**src/hw/rtl/rmp_pkg.sv**
```systemverilog
// Shared types and constants for the RESP multibulk request parser.
// No dependencies; used by rmp_step and resp_multibulk_request_parser_top.
`default_nettype none

package rmp_pkg;

    typedef enum logic [3:0] {
        PH_IDLE   = 4'd0,
        PH_CSTART = 4'd1,
        PH_CDIG   = 4'd2,
        PH_CBAD   = 4'd3,
        PH_CLF    = 4'd4,
        PH_DOLLAR = 4'd5,
        PH_DBAD   = 4'd6,
        PH_BSTART = 4'd7,
        PH_BDIG   = 4'd8,
        PH_BBAD   = 4'd9,
        PH_BLF    = 4'd10,
        PH_DATA   = 4'd11,
        PH_SKIP1  = 4'd12,
        PH_SKIP2  = 4'd13,
        PH_ERR    = 4'd14
    } phase_t;

    typedef enum logic [2:0] {
        ERR_NONE      = 3'd0,
        ERR_BAD_COUNT = 3'd1,
        ERR_NO_DOLLAR = 3'd2,
        ERR_BAD_BULK  = 3'd3,
        ERR_LINE_LONG = 3'd4,
        ERR_INLINE    = 3'd5
    } err_t;

    // Configuration register indexes.
    localparam logic [1:0] REG_MAX_ARG_COUNT   = 2'd0;
    localparam logic [1:0] REG_MAX_BULK_LENGTH = 2'd1;
    localparam logic [1:0] REG_MAX_HEADER_LINE = 2'd2;

    localparam logic [20:0] MAX_ARG_COUNT_RST   = 21'd1048576;
    localparam logic [29:0] MAX_BULK_LENGTH_RST = 30'd536870912;
    localparam logic [16:0] MAX_HEADER_LINE_RST = 17'd65536;

    localparam logic [33:0] DIGIT_MAX = 34'h3_FFFF_FFFF;

    localparam logic [7:0] CHAR_STAR   = 8'h2A;
    localparam logic [7:0] CHAR_DOLLAR = 8'h24;
    localparam logic [7:0] CHAR_CR     = 8'h0D;
    localparam logic [7:0] CHAR_MINUS  = 8'h2D;
    localparam logic [7:0] CHAR_ZERO   = 8'h30;
    localparam logic [7:0] CHAR_NINE   = 8'h39;

    typedef struct packed {
        phase_t      phase;
        logic        negative_sign;
        logic [33:0] digit_value;
        logic [16:0] line_length;
        logic [20:0] args_left;
        logic [29:0] bytes_left;
        logic [19:0] current_arg;
        err_t        sticky_error;
    } state_t;

    typedef struct packed {
        logic       valid;
        logic       byte_valid;
        logic [7:0] out_byte;
        logic       arg_end;
        logic       command_end;
        err_t       error_code;
    } result_t;

endpackage

`default_nettype wire

```
**src/hw/rtl/rmp_step.sv**
```systemverilog
// Per-byte parser step: next parser state and the optional result beat.
// Depends on rmp_pkg for the state, result and error types.
`default_nettype none

module rmp_step (
    input  wire rmp_pkg::state_t  st,
    input  wire logic [7:0]       in_byte,
    input  wire logic [20:0]      max_arg_count,
    input  wire logic [29:0]      max_bulk_length,
    input  wire logic [16:0]      max_header_line,
    output rmp_pkg::state_t       st_next,
    output rmp_pkg::result_t      res
);

    logic        is_cr;
    logic        is_digit;
    logic [3:0]  digit;
    logic [17:0] line_inc;
    logic        line_over;
    logic        first_over;
    logic        num_start;
    logic        num_dig;
    logic        num_bad;
    logic        go_dig;
    logic        go_bad;
    logic        set_neg;
    logic [33:0] digit_acc;
    logic [37:0] acc_wide;
    logic [20:0] args_dec;
    logic [29:0] bytes_dec;
    rmp_pkg::err_t raise;

    assign is_cr      = (in_byte == rmp_pkg::CHAR_CR);
    assign is_digit   = (in_byte >= rmp_pkg::CHAR_ZERO) && (in_byte <= rmp_pkg::CHAR_NINE);
    assign digit      = 4'(in_byte - rmp_pkg::CHAR_ZERO);
    assign line_inc   = {1'b0, st.line_length} + 18'd1;
    assign line_over  = line_inc > {1'b0, max_header_line};
    assign first_over = (max_header_line == 17'd0);
    assign args_dec   = st.args_left - 21'd1;
    assign bytes_dec  = st.bytes_left - 30'd1;

    assign num_start = (st.phase == rmp_pkg::PH_CSTART) || (st.phase == rmp_pkg::PH_BSTART);
    assign num_dig   = (st.phase == rmp_pkg::PH_CDIG) || (st.phase == rmp_pkg::PH_BDIG);
    assign num_bad   = (st.phase == rmp_pkg::PH_CBAD) || (st.phase == rmp_pkg::PH_BBAD);

    // Decimal accumulate is v*10 + d as two shifted adds, saturating at the top.
    assign acc_wide = {1'b0, st.digit_value, 3'b000} + {3'b000, st.digit_value, 1'b0}
                    + {34'd0, digit};
    assign digit_acc = (acc_wide > {4'd0, rmp_pkg::DIGIT_MAX}) ? rmp_pkg::DIGIT_MAX
                                                               : acc_wide[33:0];

    // A leading zero may not be followed by more digits, and "-0" is bad.
    always_comb
    begin
        go_dig  = 1'b0;
        go_bad  = 1'b0;
        set_neg = 1'b0;
        if (num_bad) begin
            go_bad = 1'b1;
        end
        else if (is_digit) begin
            if (num_start) begin
                if (digit == 4'd0 && st.negative_sign) go_bad = 1'b1;
                else                                   go_dig = 1'b1;
            end
            else if (st.digit_value == 34'd0) begin
                go_bad = 1'b1;
            end
            else begin
                go_dig = 1'b1;
            end
        end
        else if (in_byte == rmp_pkg::CHAR_MINUS && num_start && !st.negative_sign) begin
            set_neg = 1'b1;
        end
        else begin
            go_bad = 1'b1;
        end
    end

    // Error raised by this byte, if any.
    always_comb
    begin
        raise = rmp_pkg::ERR_NONE;
        case (st.phase)
            rmp_pkg::PH_IDLE:
            begin
                if (in_byte != rmp_pkg::CHAR_STAR) raise = rmp_pkg::ERR_INLINE;
                else if (first_over)               raise = rmp_pkg::ERR_LINE_LONG;
            end
            rmp_pkg::PH_CSTART, rmp_pkg::PH_CDIG, rmp_pkg::PH_CBAD:
            begin
                if (is_cr) begin
                    if (st.phase != rmp_pkg::PH_CDIG)
                        raise = rmp_pkg::ERR_BAD_COUNT;
                    else if (!st.negative_sign && st.digit_value != 34'd0
                             && st.digit_value > {13'd0, max_arg_count})
                        raise = rmp_pkg::ERR_BAD_COUNT;
                end
                else if (line_over) begin
                    raise = rmp_pkg::ERR_LINE_LONG;
                end
            end
            rmp_pkg::PH_DOLLAR:
            begin
                if (is_cr)           raise = rmp_pkg::ERR_NO_DOLLAR;
                else if (first_over) raise = rmp_pkg::ERR_LINE_LONG;
            end
            rmp_pkg::PH_DBAD:
            begin
                if (is_cr)          raise = rmp_pkg::ERR_NO_DOLLAR;
                else if (line_over) raise = rmp_pkg::ERR_LINE_LONG;
            end
            rmp_pkg::PH_BSTART, rmp_pkg::PH_BDIG, rmp_pkg::PH_BBAD:
            begin
                if (is_cr) begin
                    if (st.phase != rmp_pkg::PH_BDIG || st.negative_sign
                        || st.digit_value > {4'd0, max_bulk_length})
                        raise = rmp_pkg::ERR_BAD_BULK;
                end
                else if (line_over) begin
                    raise = rmp_pkg::ERR_LINE_LONG;
                end
            end
            default:
            begin
                raise = rmp_pkg::ERR_NONE;
            end
        endcase
    end

    // Next state.
    always_comb
    begin
        st_next = st;
        if (raise != rmp_pkg::ERR_NONE) begin
            st_next.phase        = rmp_pkg::PH_ERR;
            st_next.sticky_error = raise;
        end
        else begin
            case (st.phase)
                rmp_pkg::PH_IDLE, rmp_pkg::PH_DOLLAR:
                begin
                    st_next.line_length   = 17'd1;
                    st_next.negative_sign = 1'b0;
                    st_next.digit_value   = 34'd0;
                    if (st.phase == rmp_pkg::PH_IDLE)
                        st_next.phase = rmp_pkg::PH_CSTART;
                    else if (in_byte == rmp_pkg::CHAR_DOLLAR)
                        st_next.phase = rmp_pkg::PH_BSTART;
                    else
                        st_next.phase = rmp_pkg::PH_DBAD;
                end
                rmp_pkg::PH_CSTART, rmp_pkg::PH_CDIG, rmp_pkg::PH_CBAD,
                rmp_pkg::PH_BSTART, rmp_pkg::PH_BDIG, rmp_pkg::PH_BBAD:
                begin
                    if (is_cr) begin
                        if (num_dig && st.phase == rmp_pkg::PH_CDIG) begin
                            st_next.phase = rmp_pkg::PH_CLF;
                            if (st.negative_sign || st.digit_value == 34'd0)
                                st_next.args_left = 21'd0;
                            else
                                st_next.args_left = st.digit_value[20:0];
                        end
                        else begin
                            st_next.phase      = rmp_pkg::PH_BLF;
                            st_next.bytes_left = st.digit_value[29:0];
                        end
                    end
                    else begin
                        st_next.line_length = line_inc[16:0];
                        if (set_neg) st_next.negative_sign = 1'b1;
                        if (go_dig) begin
                            st_next.digit_value = num_start ? {30'd0, digit} : digit_acc;
                            st_next.phase = (st.phase <= rmp_pkg::PH_CBAD) ? rmp_pkg::PH_CDIG
                                                                           : rmp_pkg::PH_BDIG;
                        end
                        else if (go_bad) begin
                            st_next.phase = (st.phase <= rmp_pkg::PH_CBAD) ? rmp_pkg::PH_CBAD
                                                                           : rmp_pkg::PH_BBAD;
                        end
                    end
                end
                rmp_pkg::PH_CLF:
                begin
                    st_next.current_arg = 20'd0;
                    st_next.phase = (st.args_left != 21'd0) ? rmp_pkg::PH_DOLLAR
                                                            : rmp_pkg::PH_IDLE;
                end
                rmp_pkg::PH_DBAD:
                begin
                    st_next.line_length = line_inc[16:0];
                end
                rmp_pkg::PH_BLF:
                begin
                    if (st.bytes_left == 30'd0) begin
                        st_next.args_left = args_dec;
                        st_next.phase     = rmp_pkg::PH_SKIP1;
                    end
                    else begin
                        st_next.phase = rmp_pkg::PH_DATA;
                    end
                end
                rmp_pkg::PH_DATA:
                begin
                    st_next.bytes_left = bytes_dec;
                    if (bytes_dec == 30'd0) begin
                        st_next.args_left = args_dec;
                        st_next.phase     = rmp_pkg::PH_SKIP1;
                    end
                end
                rmp_pkg::PH_SKIP1:
                begin
                    st_next.phase = rmp_pkg::PH_SKIP2;
                end
                rmp_pkg::PH_SKIP2:
                begin
                    if (st.args_left == 21'd0) begin
                        st_next.current_arg = 20'd0;
                        st_next.phase       = rmp_pkg::PH_IDLE;
                    end
                    else begin
                        st_next.current_arg = st.current_arg + 20'd1;
                        st_next.phase       = rmp_pkg::PH_DOLLAR;
                    end
                end
                default:
                begin
                    st_next.phase = st.phase;
                end
            endcase
        end
    end

    // Result beat.
    always_comb
    begin
        res = '{valid: 1'b0, byte_valid: 1'b0, out_byte: 8'd0, arg_end: 1'b0,
                command_end: 1'b0, error_code: st.sticky_error};
        if (raise != rmp_pkg::ERR_NONE) begin
            res.valid      = 1'b1;
            res.error_code = raise;
        end
        else begin
            case (st.phase)
                rmp_pkg::PH_BLF:
                begin
                    if (st.bytes_left == 30'd0) begin
                        res.valid       = 1'b1;
                        res.arg_end     = 1'b1;
                        res.command_end = (args_dec == 21'd0);
                    end
                end
                rmp_pkg::PH_DATA:
                begin
                    res.valid      = 1'b1;
                    res.byte_valid = 1'b1;
                    res.out_byte   = in_byte;
                    if (bytes_dec == 30'd0) begin
                        res.arg_end     = 1'b1;
                        res.command_end = (args_dec == 21'd0);
                    end
                end
                default:
                begin
                    res.valid = 1'b0;
                end
            endcase
        end
    end

endmodule

`default_nettype wire

```
**src/hw/rtl/resp_multibulk_request_parser_top.sv**
```systemverilog
// Top level of the RESP multibulk request parser: handshakes, config and state registers.
// Depends on rmp_pkg and rmp_step.
//
//   Channel   Handshake              Payload
//   ------    ---------------------  --------------------------------------------------
//   input     in_valid / in_ready    in_byte
//   output    out_valid / out_ready  byte_valid, out_byte, arg_index, arg_end,
//                                    command_end, error_code
//   config    cfg_valid / cfg_ready  cfg_index, cfg_data
//
// The parser state register and the step logic handle one byte per clock while in_ready
// is high, and a result is written into the output register in the same edge that accepts
// the byte.
// in_ready is low only while the output register is full and not being drained,
// so a stalled consumer stalls the input after one pending result beat.
// Reset is asynchronous and active low; it returns the parser to waiting for a
// request start, clears the sticky error and loads the register defaults.
// The configuration port is always ready and takes one write per cycle.
`default_nettype none

module resp_multibulk_request_parser_top (
    input  wire logic        clk,
    input  wire logic        rst_n,

    input  wire logic        in_valid,
    output logic             in_ready,
    input  wire logic [7:0]  in_byte,

    output logic             out_valid,
    input  wire logic        out_ready,
    output logic             byte_valid,
    output logic [7:0]       out_byte,
    output logic [19:0]      arg_index,
    output logic             arg_end,
    output logic             command_end,
    output logic [2:0]       error_code,

    input  wire logic        cfg_valid,
    output logic             cfg_ready,
    input  wire logic [1:0]  cfg_index,
    input  wire logic [29:0] cfg_data
);

    rmp_pkg::state_t  st_reg;
    rmp_pkg::state_t  st_next;
    rmp_pkg::result_t res;

    logic [20:0] max_arg_count_reg;
    logic [29:0] max_bulk_length_reg;
    logic [16:0] max_header_line_reg;

    logic        out_valid_reg;
    logic        out_valid_next;
    logic        byte_valid_reg;
    logic [7:0]  out_byte_reg;
    logic [19:0] arg_index_reg;
    logic        arg_end_reg;
    logic        command_end_reg;
    logic [2:0]  error_code_reg;

    logic in_accept;
    logic load_result;

    rmp_step u_step (
        .st              (st_reg),
        .in_byte         (in_byte),
        .max_arg_count   (max_arg_count_reg),
        .max_bulk_length (max_bulk_length_reg),
        .max_header_line (max_header_line_reg),
        .st_next         (st_next),
        .res             (res)
    );

    assign in_ready    = !out_valid_reg || out_ready;
    assign in_accept   = in_valid && in_ready;
    assign load_result = in_accept && res.valid;
    assign cfg_ready   = 1'b1;

    always_comb
    begin
        if (load_result)    out_valid_next = 1'b1;
        else if (out_ready) out_valid_next = 1'b0;
        else                out_valid_next = out_valid_reg;
    end

    // Parser state advances on every accepted byte.
    always_ff @(posedge clk or negedge rst_n)
    begin
        if (!rst_n) begin
            st_reg <= '{phase: rmp_pkg::PH_IDLE, negative_sign: 1'b0, digit_value: 34'd0,
                        line_length: 17'd0, args_left: 21'd0, bytes_left: 30'd0,
                        current_arg: 20'd0, sticky_error: rmp_pkg::ERR_NONE};
            out_valid_reg <= 1'b0;
        end
        else begin
            if (in_accept) st_reg <= st_next;
            out_valid_reg <= out_valid_next;
        end
    end

    // Result payload register; it only loads when a new beat is produced.
    always_ff @(posedge clk)
    begin
        if (load_result) begin
            byte_valid_reg  <= res.byte_valid;
            out_byte_reg    <= res.out_byte;
            arg_index_reg   <= st_reg.current_arg;
            arg_end_reg     <= res.arg_end;
            command_end_reg <= res.command_end;
            error_code_reg  <= res.error_code;
        end
    end

    // Configuration registers. A write to an unused index is dropped.
    always_ff @(posedge clk or negedge rst_n)
    begin
        if (!rst_n) begin
            max_arg_count_reg   <= rmp_pkg::MAX_ARG_COUNT_RST;
            max_bulk_length_reg <= rmp_pkg::MAX_BULK_LENGTH_RST;
            max_header_line_reg <= rmp_pkg::MAX_HEADER_LINE_RST;
        end
        else if (cfg_valid) begin
            case (cfg_index)
                rmp_pkg::REG_MAX_ARG_COUNT:   max_arg_count_reg   <= cfg_data[20:0];
                rmp_pkg::REG_MAX_BULK_LENGTH: max_bulk_length_reg <= cfg_data;
                rmp_pkg::REG_MAX_HEADER_LINE: max_header_line_reg <= cfg_data[16:0];
                default:                      max_arg_count_reg   <= max_arg_count_reg;
            endcase
        end
    end

    assign out_valid   = out_valid_reg;
    assign byte_valid  = byte_valid_reg;
    assign out_byte    = out_byte_reg;
    assign arg_index   = arg_index_reg;
    assign arg_end     = arg_end_reg;
    assign command_end = command_end_reg;
    assign error_code  = error_code_reg;

endmodule

`default_nettype wire

```
**config.mk**
```make
export PLATFORM = sky130hd
export DESIGN_NAME = resp_multibulk_request_parser_top
export DESIGN_NICKNAME = d
export VERILOG_FILES = /design/src/hw/rtl/rmp_pkg.sv /design/src/hw/rtl/rmp_step.sv /design/src/hw/rtl/resp_multibulk_request_parser_top.sv
export SDC_FILE = /design/constraint.sdc
export NUM_CORES = 1
export LEC_CHECK = 0
export ABC_AREA = 1
export BUFFER_PORTS_ARGS = -buffer_cell sky130_fd_sc_hd__buf_4
export CAP_MARGIN = 20
export CELL_PAD_IN_SITES_DETAIL_PLACEMENT = 0
export CELL_PAD_IN_SITES_GLOBAL_PLACEMENT = 1
export CORE_ASPECT_RATIO = 1.5
export CORE_MARGIN = 1.5
export CORE_UTILIZATION = 46
export DETAILED_ROUTE_END_ITERATION = 8
export HOLD_SLACK_MARGIN = 0.02
export PLACE_DENSITY_LB_ADDON = 0.08
export SYNTH_ARGS = -nofsm -noshare
export SYNTH_HDL_FRONTEND = slang
export SYNTH_HIERARCHICAL = 1
export SYNTH_SLANG_ARGS = --single-unit
```
**constraint.sdc**
```tcl
create_clock -name clk -period 6.86 [get_ports clk]
set_input_delay 0.686 -clock clk [delete_from_list [all_inputs] [get_ports clk]]
set_output_delay 0.686 -clock clk [all_outputs]
set_load 0.005 [all_outputs]
```
==> run metrics <==
vias per inst=about 5.6; Slew headroom=between 30% and 40%; worst path arrival time=about 5300 ps; # DRC=0; sequential element share of the synthesized area=30.28%; Reg2Reg Depth=22; drt first-iter violations=1520; fmax=about 200 MHz; R2R Path End=arg_index[16]; Netlist cell types=slightly above 60; WL/cell=18.71 um; GRT Total Usage=between 20 and 30%; Cell Pwr Density=about 450 nW/um2; H-tree level count=1; fill cell count=roughly 4400; row count=93; number of synthesized flops with an enable pin=34; core area=about 43000 um2; number of antenna-violating nets in the routed design=0; max FFs per register=130; Max Slew Vio Count=0; clock transition at the registers of the reported paths=around 70 ps; Max Cap Violations=0; Synth Flop Type=dfrtp_1; I/O pins=82; IO Port Bufs=80; Vias=19860; antenna violations before repair=1; fin crit period=~5100 ps; Placer Congestion=between 0.9 and 1; Max IR drop VDD=between 0.2 and 0.25 mV; Synth Warn #=6; setup bufs post-CTS=0; Final HPWL DP=48580 um; layout cell share with drive strength beyond 1=just under 7%; crit path capture type=flip-flop; ant diodes=0; Critical Path Source Type=flip-flop; drt pass-1 iters=7; r2r setup slk=~1800 ps; dpl cells=between 3000 and 4000; total clock sinks=about 230; Nets=between 3000 and 4000; Longest Clk Path Bufs=3; Layout Skew=roughly 26 ps; Syn Inst Count=2966; status=finished, final reports clean; total power=9.683 mW; Setup crit start=st_reg[74]; first-pass GRT wire length=about 110000 um; largest net degree at the start of global routing=between 80 and 90; Synth area leaders=dfrtp_1 (25%), nand2_1 (19%), ha_1 (9.0%); Die ar.=44380 um2; Synth top cells by count=nand2_1 (983), inv_1 (311), nand3_1 (257), nor2_1 (257), dfrtp_1 (196); total congestion overflow=0; Synth top area share=about a quarter; non-filler cells, final=roughly 3600; most common cell in the netlist=nand2_1; cell taking the most area after synthesis=dfrtp_1; hold_buf cts=0; unrepaired setup endpoints after global routing=false; vias in the first global route=around 19000; CTS tree=yes; end of the critical path=arg_index[16]; Root Driver=clkbuf_16; Post-Syn Area=19830 um2; Post-synth ARST share=85.41%; Mapped Avg Cell Area=between 6 and 7 um2; clk_lat worst skew=590 ps; Setup TNS=0 ps; Pleak=approximately 11 nW; endpoints failing setup=0; Critical R2R Launch=st_reg[74]; worst path required time=roughly 7100 ps; clock buffer count from CTS=27; DRT Wirelength=approximately 67000 um; final hold vios=0; Starting Density=between 40% and 50%; period utilisation layout=between 70% and 80%; post-cts resize count=0; Max Fanout on Critical Path=around 50; WS Path Type=flip-flop to flip-flop; HP Class=primary input to async pin; Least-Margin Pin Slew=between 1000 and 1500 ps; Area Growth Syn to Fin=8.399%; Yosys reg bits=about 230; Post-Syn Nets=between 3000 and 4000; Die X-Extent=172.5 um; die outline height=around 260 um
per-stage QoR:
| step | util (%) | setup slack (ps) | instance area (um2) | hold WS [ps] |
|---|---|---|---|---|
| after floorplan | - | 1848 | 19830 | 390.4 |
| after global placement | 48.16 | 1949 | 20570 | 455.3 |
| after detailed placement | 48.16 | 1848 | 20570 | 452.8 |
| after CTS | 50.28 | 1796 | 21470 | 195.2 |
| after global routing | 50.33 | 1287 | 21490 | 233.4 |
| final | 50.33 | 1801 | 21490 | 158.7 |
worst min path at each step:
| stage | startpoint | end | slack, ps | depth (start not counted) |
|---|---|---|---|---|
| after detailed placement | max_bulk_length_reg[29] | max_bulk_length_reg[29] | 450 | 2 |
| final | rst_n | st_reg[44] | 160 | 1 |
| after floorplan | rst_n | max_arg_count_reg[0] | 390 | 0 |
| after global placement | max_arg_count_reg[20] | max_arg_count_reg[20] | 460 | 2 |
| after global routing | rst_n | st_reg[46] | 230 | 1 |
| after CTS | rst_n | st_reg[46] | 200 | 1 |
layout by cell type (no fill, tap or decap), types with 6 or more instances in the layout:
cell and n:
o21a_1 7, ha_1 142, edfxtp_1 34, inv_1 311
nand3_1 257, o21ai_1 15, a31oi_1 12, nor3_1 32
clkinv_2 7, buf_4 91, dfrtp_1 196, a22oi_1 14
nand4_1 84, nor2_1 256, o221ai_1 26, o211ai_1 10
nor4_1 15, xnor2_1 6, nand2_1 983, clkbuf_16 27
nor2_2 10, o22ai_1 27, nand3_2 7, inv_2 11
clkinv_1 6, a21oi_1 104, o21ai_2 10, o21ai_0 136
xor2_1 61, a21o_1 6
worst max-delay path, stage by stage (launching register included):
cell and delay, ps:
dfrtp_1 510, ha_1 260, nand4_1 210, nor2_1 190
nand4_1 140, nor3_1 330, nand2_1 120, xor2_1 190
inv_1 60, ha_1 270, nand2_1 50, nand3b_1 170
nor2_1 130, nand3_1 90, nand3_1 120, nand3_2 90
nand2_2 130, nor2_8 70, nand2_8 210, inv_4 250
nand3_1 150, inv_1 100, nor2_4 770
metal layers:
layer | global-route usage, % | part of all wire (%) | wire [um] | up-vias
met2 | 52.99 | 49 | 32890 | 546
met3 | 2.394 | 4.3 | 2857 | 135
met1 | 36.58 | 41 | 27370 | 9381
li1 | - | - | - | 9794
met5 | 0 | 0.026 | 17 | -
met4 | 14.28 | 5.1 | 3417 | 2
cell families after synthesis:
| family | after synthesis | synth area share (%) |
|---|---|---|
| AND/OR/NAND/NOR | 1678 | 36.03 |
| buffers and inverters | 447 | 9.636 |
| AO/OA/AOI/OAI | 396 | 11.91 |
| flip-flops | 233 | 30.28 |
| adder cells (fa/ha/maj) | 144 | 9.163 |
| XOR/XNOR | 67 | 2.960 |
| other | 1 | 0.01891 |
report_power, final:
group          total, mW  switching, mW  internal (mW)
Sequential          2.35          0.607           1.75
Clock               1.51          0.660          0.850
Combinational       5.82           4.05           1.77
layout make-up:
cell class              instances  area, um2  area share (%)
flip-flops and latches        233       6005           27.94
clock inverters                22      217.7           1.013
inverters                     326       1226           5.705
well taps                     570      713.2           3.318
multi-input cells            2286      11930           55.48
clock buffers                  28      689.4           3.208
repair buffers                 93      716.9           3.336
Power figures use the tool's default switching activity.
